<file path="config.mk">
export PLATFORM = sky130hd
export DESIGN_NAME = lzfd_ctrl
export DESIGN_NICKNAME = d
export VERILOG_FILES = /design/src/rtl/lzfd_pkg.sv /design/src/rtl/lzfd_ctrl.sv
export SDC_FILE = /design/constraint.sdc
export NUM_CORES = 1
export LEC_CHECK = 0
export ABC_AREA = 1
export BUFFER_PORTS_ARGS = -buffer_cell sky130_fd_sc_hd__buf_2
export CAP_MARGIN = 20
export CORE_AREA = 4 4 41 43
export CTS_CLUSTER_SIZE = 30
export DETAILED_ROUTE_END_ITERATION = 8
export DIE_AREA = 0 0 45 47
export GPL_ROUTABILITY_DRIVEN = 0
export GPL_TIMING_DRIVEN = 1
export HOLD_SLACK_MARGIN = 0.12
export PLACE_DENSITY = 0.39
export SETUP_SLACK_MARGIN = 0.5
export SLEW_MARGIN = 20
export SYNTH_ARGS = -nofsm -noshare
export SYNTH_HDL_FRONTEND = slang
export SYNTH_SLANG_ARGS = --single-unit
</file>
<file path="constraint.sdc">
create_clock -name clk -period 1.1 [get_ports clk]
set_input_delay 0.055 -clock clk [delete_from_list [all_inputs] [get_ports clk]]
set_output_delay 0.055 -clock clk [all_outputs]
set_load 0.02 [all_outputs]
</file>
<file path="src/rtl/lzfd_pkg.sv">
package lzfd_pkg;

  localparam int WINDOW_DEPTH   = 16384;
  localparam int WIN_AW         = $clog2(WINDOW_DEPTH);
  localparam int FLAGS_PER_WORD = 30;
  localparam int LEN_SHIFT_BASE = 14;
  localparam int LEN_BIAS       = 3;
  localparam int LEN_W          = 6;

  localparam logic [13:0] OFFSET_MASK_BASE = 14'h3fff;

  typedef logic [WIN_AW-1:0] win_addr_t;

  typedef logic [2:0] phase_t;
  localparam phase_t PH_FLAG0   = 3'd0;
  localparam phase_t PH_FLAG3   = 3'd3;
  localparam phase_t PH_TOKEN   = 3'd4;
  localparam phase_t PH_PAIR_LO = 3'd5;

  typedef enum logic [2:0] {
    ST_IN = 3'b001,
    ST_RD = 3'b010,
    ST_WR = 3'b100
  } state_t;

  typedef struct packed {
    logic accept;
    logic rd_issue;
    logic copy_emit;
  } ctrl_cmd_t;

  typedef struct packed {
    logic out_free;
    logic start_copy;
    logic copy_last;
  } dp_stat_t;

  function automatic win_addr_t win_inc(input win_addr_t ptr);
    win_addr_t res;
    if (ptr == WIN_AW'(WINDOW_DEPTH - 1)) begin
      res = '0;
    end else begin
      res = ptr + 1'b1;
    end
    return res;
  endfunction

endpackage

</file>
<file path="src/rtl/lzfd_ctrl.sv">
module lzfd_ctrl (
  input  logic               clk,
  input  logic               rst_n,
  input  logic               in_valid,
  output logic               in_stall,
  input  lzfd_pkg::dp_stat_t stat,
  output lzfd_pkg::ctrl_cmd_t cmd
);

  lzfd_pkg::state_t state_r, state_nxt;

  always_comb begin
    state_nxt = state_r;
    cmd       = '0;
    in_stall  = 1'b1;
    case (state_r)
      lzfd_pkg::ST_IN: begin
        in_stall = !stat.out_free;
        if (in_valid && stat.out_free) begin
          cmd.accept = 1'b1;
          if (stat.start_copy) begin
            state_nxt = lzfd_pkg::ST_RD;
          end
        end
      end
      lzfd_pkg::ST_RD: begin
        cmd.rd_issue = 1'b1;
        state_nxt    = lzfd_pkg::ST_WR;
      end
      lzfd_pkg::ST_WR: begin
        if (stat.out_free) begin
          cmd.copy_emit = 1'b1;
          state_nxt     = stat.copy_last ? lzfd_pkg::ST_IN : lzfd_pkg::ST_RD;
        end
      end
      default: begin
        state_nxt = lzfd_pkg::ST_IN;
      end
    endcase
  end

  always_ff @(posedge clk) begin
    if (!rst_n) begin
      state_r <= lzfd_pkg::ST_IN;
    end else begin
      state_r <= state_nxt;
    end
  end

endmodule

</file>
Word level (Yosys, flattened, before mapping)
Index checks and enable logic that the tools add are counted.
{"block": "word_totals", "register_bits": 3, "in_bits": 6, "wordCells": 21}
{"block": "classes", "n_eq_ne": 6, "n_mux": 11, "n_reduce_logical": 3}
{"cell": "3-bit 2-to-1 mux", "count": 3}
{"cell": "3-bit one-hot mux with 3 select lines", "count": 1}
{"cell": "1-bit 2-to-1 mux", "count": 6}
{"cell": "2-bit != test (second input constant)", "count": 3}
{"cell": "3-bit by 1-bit equality test with 1-bit output (second input constant)", "count": 1}
{"cell": "3-bit by 2-bit equality test with 1-bit output (second input constant)", "count": 1}
{"cell": "3-bit equality test (second input constant)", "count": 1}
{"cell": "3-bit AND reduction", "count": 1}
{"cell": "2-bit 2-to-1 mux", "count": 1}
{"cell": "1-bit logical AND", "count": 1}
{"cell": "1-bit logical NOT", "count": 1}

Logic depth before layout (Yosys ltp)
Gate-level depths: netlist of run 1.
{"block": "depth", "depth_word": 3, "depth_mapped": 5}

Worst setup path after synthesis of run 1
Ideal clock, no wire load.
{"block": "synth_timing", "path_kind": "reg-to-output", "startpoint": "register state_r[1]", "endpoint": "output cmd[2] (netlist bit)", "arrival_ns": 0.838, "required_ns": 1.045, "setup_slack_ns": 0.207, "path_stages_with_launch": 3, "path_cell_list": "dfxtp_1 -> nand3b_2 -> nor2_1"}
{"item": "from (decl)", "line_no": "lzfd_ctrl.sv:10", "text": "lzfd_pkg::state_t state_r, state_nxt;"}
{"item": "from (signal assigned)", "line_no": "lzfd_ctrl.sv:44", "text": "state_r <= lzfd_pkg::ST_IN;"}
{"item": "from (signal assigned)", "line_no": "lzfd_ctrl.sv:46", "text": "state_r <= state_nxt;"}
{"item": "to (decl)", "line_no": "lzfd_ctrl.sv:7", "text": "output lzfd_pkg::ctrl_cmd_t cmd"}

==> results of run 1 <==
## metrics by stage
stage | util [%] | setup slack [ns]
floorplan | - | 0.295
CTS | 33.6 | 0.0489
global route | 35.8 | 0.00176
global placement | 24.0 | 0.201
detailed placement | 24.0 | 0.224
finish | 35.8 | 0.0578
## power breakdown
part	internal (uW)	total [uW]	leakage (uW)	switching, uW
clock network	136	195	0.0000150	58.5
logic	220	437	0.000181	216
registers	142	192	0.0000260	49.5
## final timing paths
kind	startpoint	end	cells past startpoint
setup / recovery	state_r[0]	cmd[0]	4
hold reg to reg	state_r[1]	state_r[2]	2
setup reg to reg	state_r[1]	state_r[1]	5
hold / removal	rst_n	state_r[2]	3
## what timing repair did
action,4_1_cts,5_1_grt
endpoints found under the setup margin,7,7
pin swaps,3,1
hold endpoints to repair,2,2
cloned,0,0
buffers inserted,4,0
gates resized for setup,17,6
## critical path, stage by stage, from the launching register on
cell and delay, ns:
dfxtp_4 0.36, nor2_4 0.13, nand2_4 0.07, nor2_4 0.08, buf_6 0.11
## cells in the final DEF (no fill, tap or decap)
| master | Yosys | routed |
|---|---|---|
| o21ai_1 | 1 | 1 |
| nand3_1 | 5 | 3 |
| nor2_1 | 8 | 2 |
| clkbuf_4 | 0 | 3 |
| nand2_1 | 3 | 2 |
| nand2_4 | 0 | 2 |
| nor2_4 | 0 | 7 |
| nand3b_1 | 1 | 1 |
| nand3b_4 | 0 | 1 |
| nor2_2 | 2 | 1 |
| nand3_2 | 1 | 1 |
| dfxtp_4 | 0 | 3 |
| buf_4 | 0 | 3 |
| inv_2 | 1 | 2 |
| nand3_4 | 0 | 2 |
| inv_1 | 5 | 3 |
| buf_6 | 0 | 5 |
| a21oi_1 | 1 | 1 |
| inv_4 | 0 | 1 |
| clkbuf_1 | 0 | 1 |
| buf_2 | 0 | 5 |
## layer usage
metal | up-vias | share of wire, %
li1 | 138 | -
met1 | 108 | 43
met2 | 10 | 48
met3 | 2 | 5.5
met4 | 0 | 2.2
met5 | - | 0
## cell type report
class	count	share of cell area (%)
Multi-Input combinational cell	24	47.3
Timing Repair Buffer	13	22.3
Sequential cell	3	15.3
Clock buffer	4	5.65
Inverter	6	5.38
Tap cell	15	4.03
## cells by family (layout without fill, tap and decap cells)
family	Yosys count	in the layout	synth area share (%)
buffers and inverters	6	23	10.9
DFF	3	3	29.1
and+or+nand+nor	22	22	55.2
AOI/OAI and AO/OA	2	2	4.84
## cell usage after synthesis
| master | instances |
|---|---|
| nand3b_2 | 1 |
| nand2_1 | 3 |
| inv_2 | 1 |
| a21oi_1 | 1 |
| o21ai_1 | 1 |
| inv_1 | 5 |
| nor2_2 | 2 |
| nand3_2 | 1 |
| nor2_1 | 8 |
| nand2_2 | 1 |
| dfxtp_1 | 3 |
| nand3b_1 | 1 |
| nand3_1 | 5 |
==> impl_metrics.tcl, run 1 <==
set metrics [dict create \
    status "completed" \
    num-nets-final 57 \
    leakage_uw 0.000222 \
    yosys-top-cells-area "dfxtp_1 (29%), nor2_1 (15%), nand3_1 (12%)" \
    fp-row-count 13 \
    grtUsageMet1_pct 9.28 \
    relSlewSlack_pct 87.6 \
    dieArea_um2 2120 \
    area_growth_pct 125 \
    syn_avg_cell_area_um2 6.26 \
    ys_seq_area_share_pct 29.1 \
    start_util_pct 15.9 \
    busiest_layer "met2" \
    fmax_mhz 960 \
    yosysTopAreaCell "dfxtp_1" \
    power_uw 823 \
    grt_pass1_vias 270 \
    skew_ns 0.00122 \
    tritoncts "yes" \
    clkTransAtPathRegs_ns 0.04 \
    p_per_area_nw_per_um2 1770 \
    drv_cap 0 \
    top_register "state_r" \
    grtUsageTotal_pct 7.10 \
    grtUsageMet3_pct 1.15 \
    yosysWarningCount 0 \
    setup_tns_ns 0 \
    setup_viol 0 \
    hold_viol_final 0 \
    drive_gt1_share_pct 72.0 \
    drt_iter0_markers 11 \
    overflow 0 \
    worst_hold_path_type "input port to register" \
    grt_max_degree 5 \
    ys_ff_latch 3 \
    final.period_utilization_pct 94.7 \
    stdcell_count 65 \
    grt_antenna_before_repair 0 \
    endpoint_kind "output pin" \
    register_area_um2 71.3 \
    cp_max_fo 3 \
    worst_hold_slack_ns 0.0619 \
    worst_setup_path_start_kind "register" \
    die_y_um 47 \
    hpwl_um 449 \
    cts-root-buf "clkbuf_4" \
    met2_usage_pct 9.60 \
    drc 0 \
    ir_drop_v 0.000655 \
    reg2reg_setup_slack_ns 0.13 \
    port_buffers 9 \
    antenna-diode-count 0 \
    yosys.area.top_type_share_pct 29.1 \
    rsz0062_at_grt "yes" \
    synthDistinctLibCells 13 \
    firstDrtPassIters 4 \
    io_pins 10 \
    core_um2 1300 \
    dp_cells 57 \
    crit_type "register to output pin" \
    clock_latency_ns 0.23 \
    required_ns 1.04 \
    cts_inserted_buffers 3 \
    worstPathArrival_ns 0.99 \
    fin_crit_ns 1.04 \
    cts.sinks 3 \
    largest_register_ffs 3 \
    netlist_area_um2 206 \
    final_area_um2 465 \
    syn_nets 39 \
    via_count 258 \
    netlist_instances 33 \
    num-fill-cells 138 \
    reg_top3 "state_r: 3 flops" \
    grt_first_pass_wirelength_mm 1.04 \
    wl_per_cell_um 9.58 \
    wirelength_um 623 \
    viasPerCell 3.97 \
    tightest_slew_ns 0.186 \
    ant_nets 0 \
    cts.htree.levels 1 \
    die_x_um 45 \
    cts_buffer_depth 2 \
    place_area_um2 313 \
    drv_slew 0 \
    multiInputGateArea_um2 220 \
]
Note: power is estimated with default switching activity, not from simulation.
==> run 2, diff against run 1 <==
==> constraint.sdc (replaced) <==
create_clock -name clk -period 1.1 [get_ports clk]
set_input_delay 0 -clock clk [delete_from_list [all_inputs] [get_ports clk]]
set_output_delay 0 -clock clk [all_outputs]
set_load 0.02 [all_outputs]
==> impl_metrics.tcl, run 2 (same netlist as run 1, synthesis figures left out) <==
set metrics [dict create \
    cts.sinks 3 \
    crit_path_cell_trace "nor2_4 > nand2_2 > nor2_4 > buf_6" \
    timing.rr.start "state_r[0]" \
    final_area_um2 405 \
    cts-root-buf "clkbuf_4" \
    required_ns 1.10 \
    port_buffers 9 \
    cp_max_fo 3 \
    io_pins 10 \
    swShare_pct 37.2 \
    via_count 262 \
    ant_nets 0 \
    relSlewSlack_pct 91.2 \
    fin_util_pct 31.2 \
    top_register "state_r" \
    clock_power_share_pct 26.0 \
    antenna-diode-count 0 \
    hpwl_um 429 \
    hold_depth 3 \
    drv_slew 0 \
    crit_buf_inv 1 \
    grtUsageTotal_pct 6.30 \
    grt_max_degree 5 \
    largest_register_ffs 3 \
    clock_latency_ns 0.23 \
    drive_gt1_share_pct 67.3 \
    overflow 0 \
    p_per_area_nw_per_um2 1780 \
    skew_ns 0.00164 \
    die_y_um 47 \
    power_frac_comb_pct 48.0 \
    viasPerCell 4.09 \
    final_cell_mix "nor2_4 (5), buf_2 (5), nand3_1 (4), buf_4 (4)" \
    worst_hold_path_type "input port to register" \
    switching_power_uw 269 \
    drt_iter0_markers 3 \
    leakage_uw 0.000194 \
    cts_buffer_depth 2 \
    worstPathArrival_ns 0.98 \
    fin_crit_ns 0.977 \
    wirelength_um 566 \
    reg_top3 "state_r: 3 flops" \
    reg2reg_setup_slack_ns 0.16 \
    setup_tns_ns 0 \
    status "completed" \
    start_util_pct 15.9 \
    cp_slowest_cell "dfxtp_4" \
    die_x_um 45 \
    drv_cap 0 \
    pwr-share-seq_pct 26.0 \
    p_int_uw 453 \
    cts_inserted_buffers 3 \
    grt_antenna_before_repair 0 \
    r2r_end "state_r[1]" \
    r2r_cells 5 \
    cts.htree.levels 1 \
    hold_path_startpoint "rst_n" \
    num-nets-final 56 \
    place_area_um2 313 \
    area_growth_pct 96.4 \
    critical_path.top_delay_family "flip-flops" \
    tritoncts "yes" \
    endpoint_kind "output pin" \
    fmax_mhz 1020 \
    clkTransAtPathRegs_ns 0.03 \
    drc 0 \
    tightest_slew_ns 0.131 \
    firstDrtPassIters 4 \
    worst_path_most_repeated_cell "nor2_4" \
    fp-row-count 13 \
    crit_type "register to output pin" \
    holdPathEnd "state_r[1]" \
    hold_viol_final 0 \
    worst_setup_path_start_kind "register" \
    grt_first_pass_wirelength_um 903 \
    rsz0062_at_grt "yes" \
    dieArea_um2 2120 \
    wl_per_cell_um 8.84 \
    ir_drop_v 0.000550 \
    setup_viol 0 \
    max_stage_delay_ns 0.36 \
    core_um2 1300 \
    final.period_utilization_pct 88.8 \
    grt_pass1_vias 235 \
]
run 2: worst register-to-register path: cells and delay by family, from the launching register on:
| family | cells | cell delay (ns) |
|---|---|---|
| flip-flops | 1 | 0.36 |
| buffers and inverters | 1 | 0.12 |
| AND/OR/NAND/NOR | 4 | 0.36 |
run 2: timing repair:
action,in CTS,in global routing
gates resized for setup,9,3
cloned,0,0
endpoints found under the hold margin,3,3
setup endpoints to repair,7,7
pin swaps,5,0
buffers inserted,2,1
run 2: per-stage QoR:
| stage | setup slack (ns) | instances | power, uW | hold WS [ns] |
|---|---|---|---|---|
| 2_1_floorplan | 0.295 | 33 | 377 | 0.124 |
| 3_3_place_gp | 0.222 | 57 | 440 | 0.259 |
| 6_report | 0.123 | 64 | 721 | 0.0224 |
| 3_5_place_dp | 0.236 | 57 | 435 | 0.256 |
| 5_1_grt | 0.0695 | 64 | 775 | 0.0318 |
| 4_1_cts | 0.108 | 63 | 675 | 0.0155 |
run 2: worst max path at each step:
stage	start	endpoint	slack (ns)	depth (start not counted)
after floorplan	state_r[0]	state_r[1]	0.30	5
after global placement	state_r[0]	state_r[1]	0.22	5
after detailed placement	state_r[0]	state_r[1]	0.24	5
after CTS	state_r[0]	cmd[0]	0.11	4
after global routing	state_r[0]	cmd[0]	0.07	4
final	state_r[0]	cmd[0]	0.12	4
run 2: power by group through the flow:
stage          clock network, uW  registers, uW  logic (uW)
2_1_floorplan                  0            180         197
3_3_place_gp                   0            184         256
3_5_place_dp                   0            185         251
4_1_cts                      198            185         292
5_1_grt                      203            192         380
6_report                     188            188         346
run 2: area by class of cell:
class / count / area, um^2
Tap cell: 15 / 18.8
Sequential cell: 3 / 68.8
Fill cell: 153 / 896
Clock buffer: 4 / 26.3
Inverter: 6 / 25.0
Timing Repair Buffer: 12 / 88.8
Multi-Input combinational cell: 24 / 178
run 2: metal layers:
layer | track usage, % | share of wire (%) | up-vias
met5 | 0 | 0 | -
met4 | 7.02 | 1.8 | 0
met3 | 2.30 | 8.1 | 2
met2 | 8.47 | 44 | 8
met1 | 7.22 | 46 | 117
li1 | - | - | 135
==> run 3, diff against run 2 <==
--- a/config.mk
+++ b/config.mk
@@ -7,3 +7,2 @@
 export LEC_CHECK = 0
-export ABC_AREA = 1
 export BUFFER_PORTS_ARGS = -buffer_cell sky130_fd_sc_hd__buf_2
@@ -17,3 +16,3 @@
 export HOLD_SLACK_MARGIN = 0.12
-export PLACE_DENSITY = 0.39
+export PLACE_DENSITY = 0.36
 export SETUP_SLACK_MARGIN = 0.5
==> constraint.sdc (replaced) <==
create_clock -name clk -period 1.1 [get_ports clk]
set_input_delay 0.11 -clock clk [delete_from_list [all_inputs] [get_ports clk]]
set_output_delay 0.11 -clock clk [all_outputs]
set_load 0.02 [all_outputs]
==> impl_metrics.tcl, run 3 <==
set metrics [dict create \
    status "complete, but fails checks" \
    violations "setup timing" \
    drive_gt1_share_pct 66.7 \
    yosys.area.top_type_share_pct 33.6 \
    yosysTopAreaCell "dfxtp_1" \
    hold_viol_final 0 \
    setup_tns_ns -0.365 \
    area_growth_pct 69.9 \
    yosys-top-cells-area "dfxtp_1 (34%), and2_1 (10%), a22oi_2 (7.0%)" \
    cts.sinks 3 \
    ys_seq_area_share_pct 33.6 \
    wl_per_cell_um 9.75 \
    grt_max_degree 5 \
    netlist_area_um2 179 \
    final_common_cell "buf_2" \
    hpwl_um 360 \
    synth_edf_count 0 \
    netlist_instances 19 \
    fmax_mhz 803 \
    ir_drop_v 0.000352 \
    clock_latency_ns 0.23 \
    relSlewSlack_pct 82.4 \
    leakage_uw 0.000128 \
    async_reset_ff_share_pct 0 \
    cts_buffer_depth 2 \
    port_buffers 9 \
    drt_iter0_markers 2 \
    max_stage_delay_ns 0.33 \
    largest_register_ffs 3 \
    drc 0 \
    overflow 0 \
    ant_nets 0 \
    yosysWarningCount 0 \
    wirelength_um 468 \
    worst_setup_path_start_kind "register" \
    fin_util_pct 23.4 \
    core_um2 1300 \
    reg_top3 "state_r: 3 flops" \
    fin_crit_ns 1.24 \
    firstDrtPassIters 4 \
    start_util_pct 13.8 \
    grt_antenna_before_repair 0 \
    dieArea_um2 2120 \
    ys.flop_type "dfxtp_1" \
    num-nets-final 40 \
    io_pins 10 \
    p_per_area_nw_per_um2 1180 \
    cts-root-buf "clkbuf_4" \
    syn_avg_cell_area_um2 9.42 \
    syn_nets 25 \
    clkTransAtPathRegs_ns 0.04 \
    setup_viol 5 \
    worstPathArrival_ns 1.13 \
    grtUsageTotal_pct 5.84 \
    crit_path_cell_trace "and4bb_2 > and2_4 > buf_6" \
    crit_buf_inv 1 \
    setup_ws_ns -0.145 \
    die_y_um 47 \
    top_register "state_r" \
    antenna-diode-count 0 \
    via_count 183 \
    ys_ff_latch 3 \
    cp_max_fo 4 \
    grt_first_pass_wirelength_um 821 \
    required_ns 0.99 \
    drv_slew 0 \
    synthDistinctLibCells 13 \
    drv_cap 0 \
    cts.htree.levels 1 \
    final_cell_mix "buf_2 (5), clkbuf_4 (3), buf_6 (3), dfxtp_2 (3)" \
    cp_slowest_cell "and4bb_2" \
    worst_hold_path_type "input port to register" \
    synth_common_cells "and2_1 (3), dfxtp_1 (3), nor2b_1 (2), o21ai_0 (2)" \
    rsz0062_at_grt "yes" \
    crit_type "register to output pin" \
    fp-row-count 13 \
    endpoint_kind "output pin" \
    viasPerCell 3.81 \
    tritoncts "yes" \
    cts_inserted_buffers 3 \
    grt_pass1_vias 201 \
    die_x_um 45 \
    tightest_slew_ns 0.261 \
    skew_ns 0.00130 \
    final.period_utilization_pct 113 \
    critical_path.top_delay_family "simple AND/OR/NAND/NOR gates" \
]
[run 3: cells by family (layout without fill, tap and decap cells)]
family | count (synthesis) | in the layout | share of synthesized area (%)
and+or+nand+nor | 11 | 11 | 47.6
AOI/OAI and AO/OA | 4 | 4 | 16.8
buffers and inverters | 1 | 15 | 2.10
DFF | 3 | 3 | 33.6
[run 3: per-layer routing]
layer  GRT usage [%]  up-vias  wire (um)
met2            7.34       10        177
met5               0        -          0
met4            5.26        0          0
met1            6.80       80        220
met3            3.45        0         70
li1                -       93          -
[run 3: worst register-to-register path: stages (launching register included)]
cell and delay, ns:
dfxtp_2 0.33, and4bb_2 0.27, buf_4 0.14, and3_4 0.16
o21a_1 0.16
[run 3: layout make-up]
class | count | area [um^2]
fillers | 154 | 997
multi-input cells | 15 | 118
repair buffers | 10 | 73.8
flip-flops and latches | 3 | 63.8
clock buffers | 4 | 26.3
well taps | 15 | 18.8
inverters | 1 | 3.75
[run 3: worst paths after layout]
kind                            startpoint         end  slack [ns]  cells after the start
worst max-delay path            state_r[1]      cmd[2]       -0.14                      3
worst min-delay path                 rst_n  state_r[0]        0.11                      2
worst max register to register  state_r[1]  state_r[1]       -0.07                      4
worst min register to register  state_r[0]  state_r[0]        0.57                      2
[run 3: power breakdown]
group | internal, uW | switching, uW
logic | 31.0 | 23.0
clock network | 136 | 54.6
registers | 112 | 1.71
total | 279 | 79.3
[run 3: what timing repair did]
| item | 4_1_cts | 5_1_grt |
|---|---|---|
| buffers inserted | 1 | 0 |
| endpoints found under the hold margin | 1 | 1 |
| endpoints found under the setup margin | 7 | 7 |
| pin swaps | 4 | 0 |
| gates resized for setup | 10 | 0 |
[run 3: stage by stage]
step	area, um^2	cells	hold WS (ns)	setup WS (ns)	total power (uW)
2_1_floorplan	184	19	0.212	0.0993	139
3_3_place_gp	248	43	0.336	0.0643	157
3_5_place_dp	248	43	0.346	0.0491	158
4_1_cts	304	48	0.103	-0.155	369
5_1_grt	304	48	0.115	-0.192	381
6_report	304	48	0.109	-0.145	358
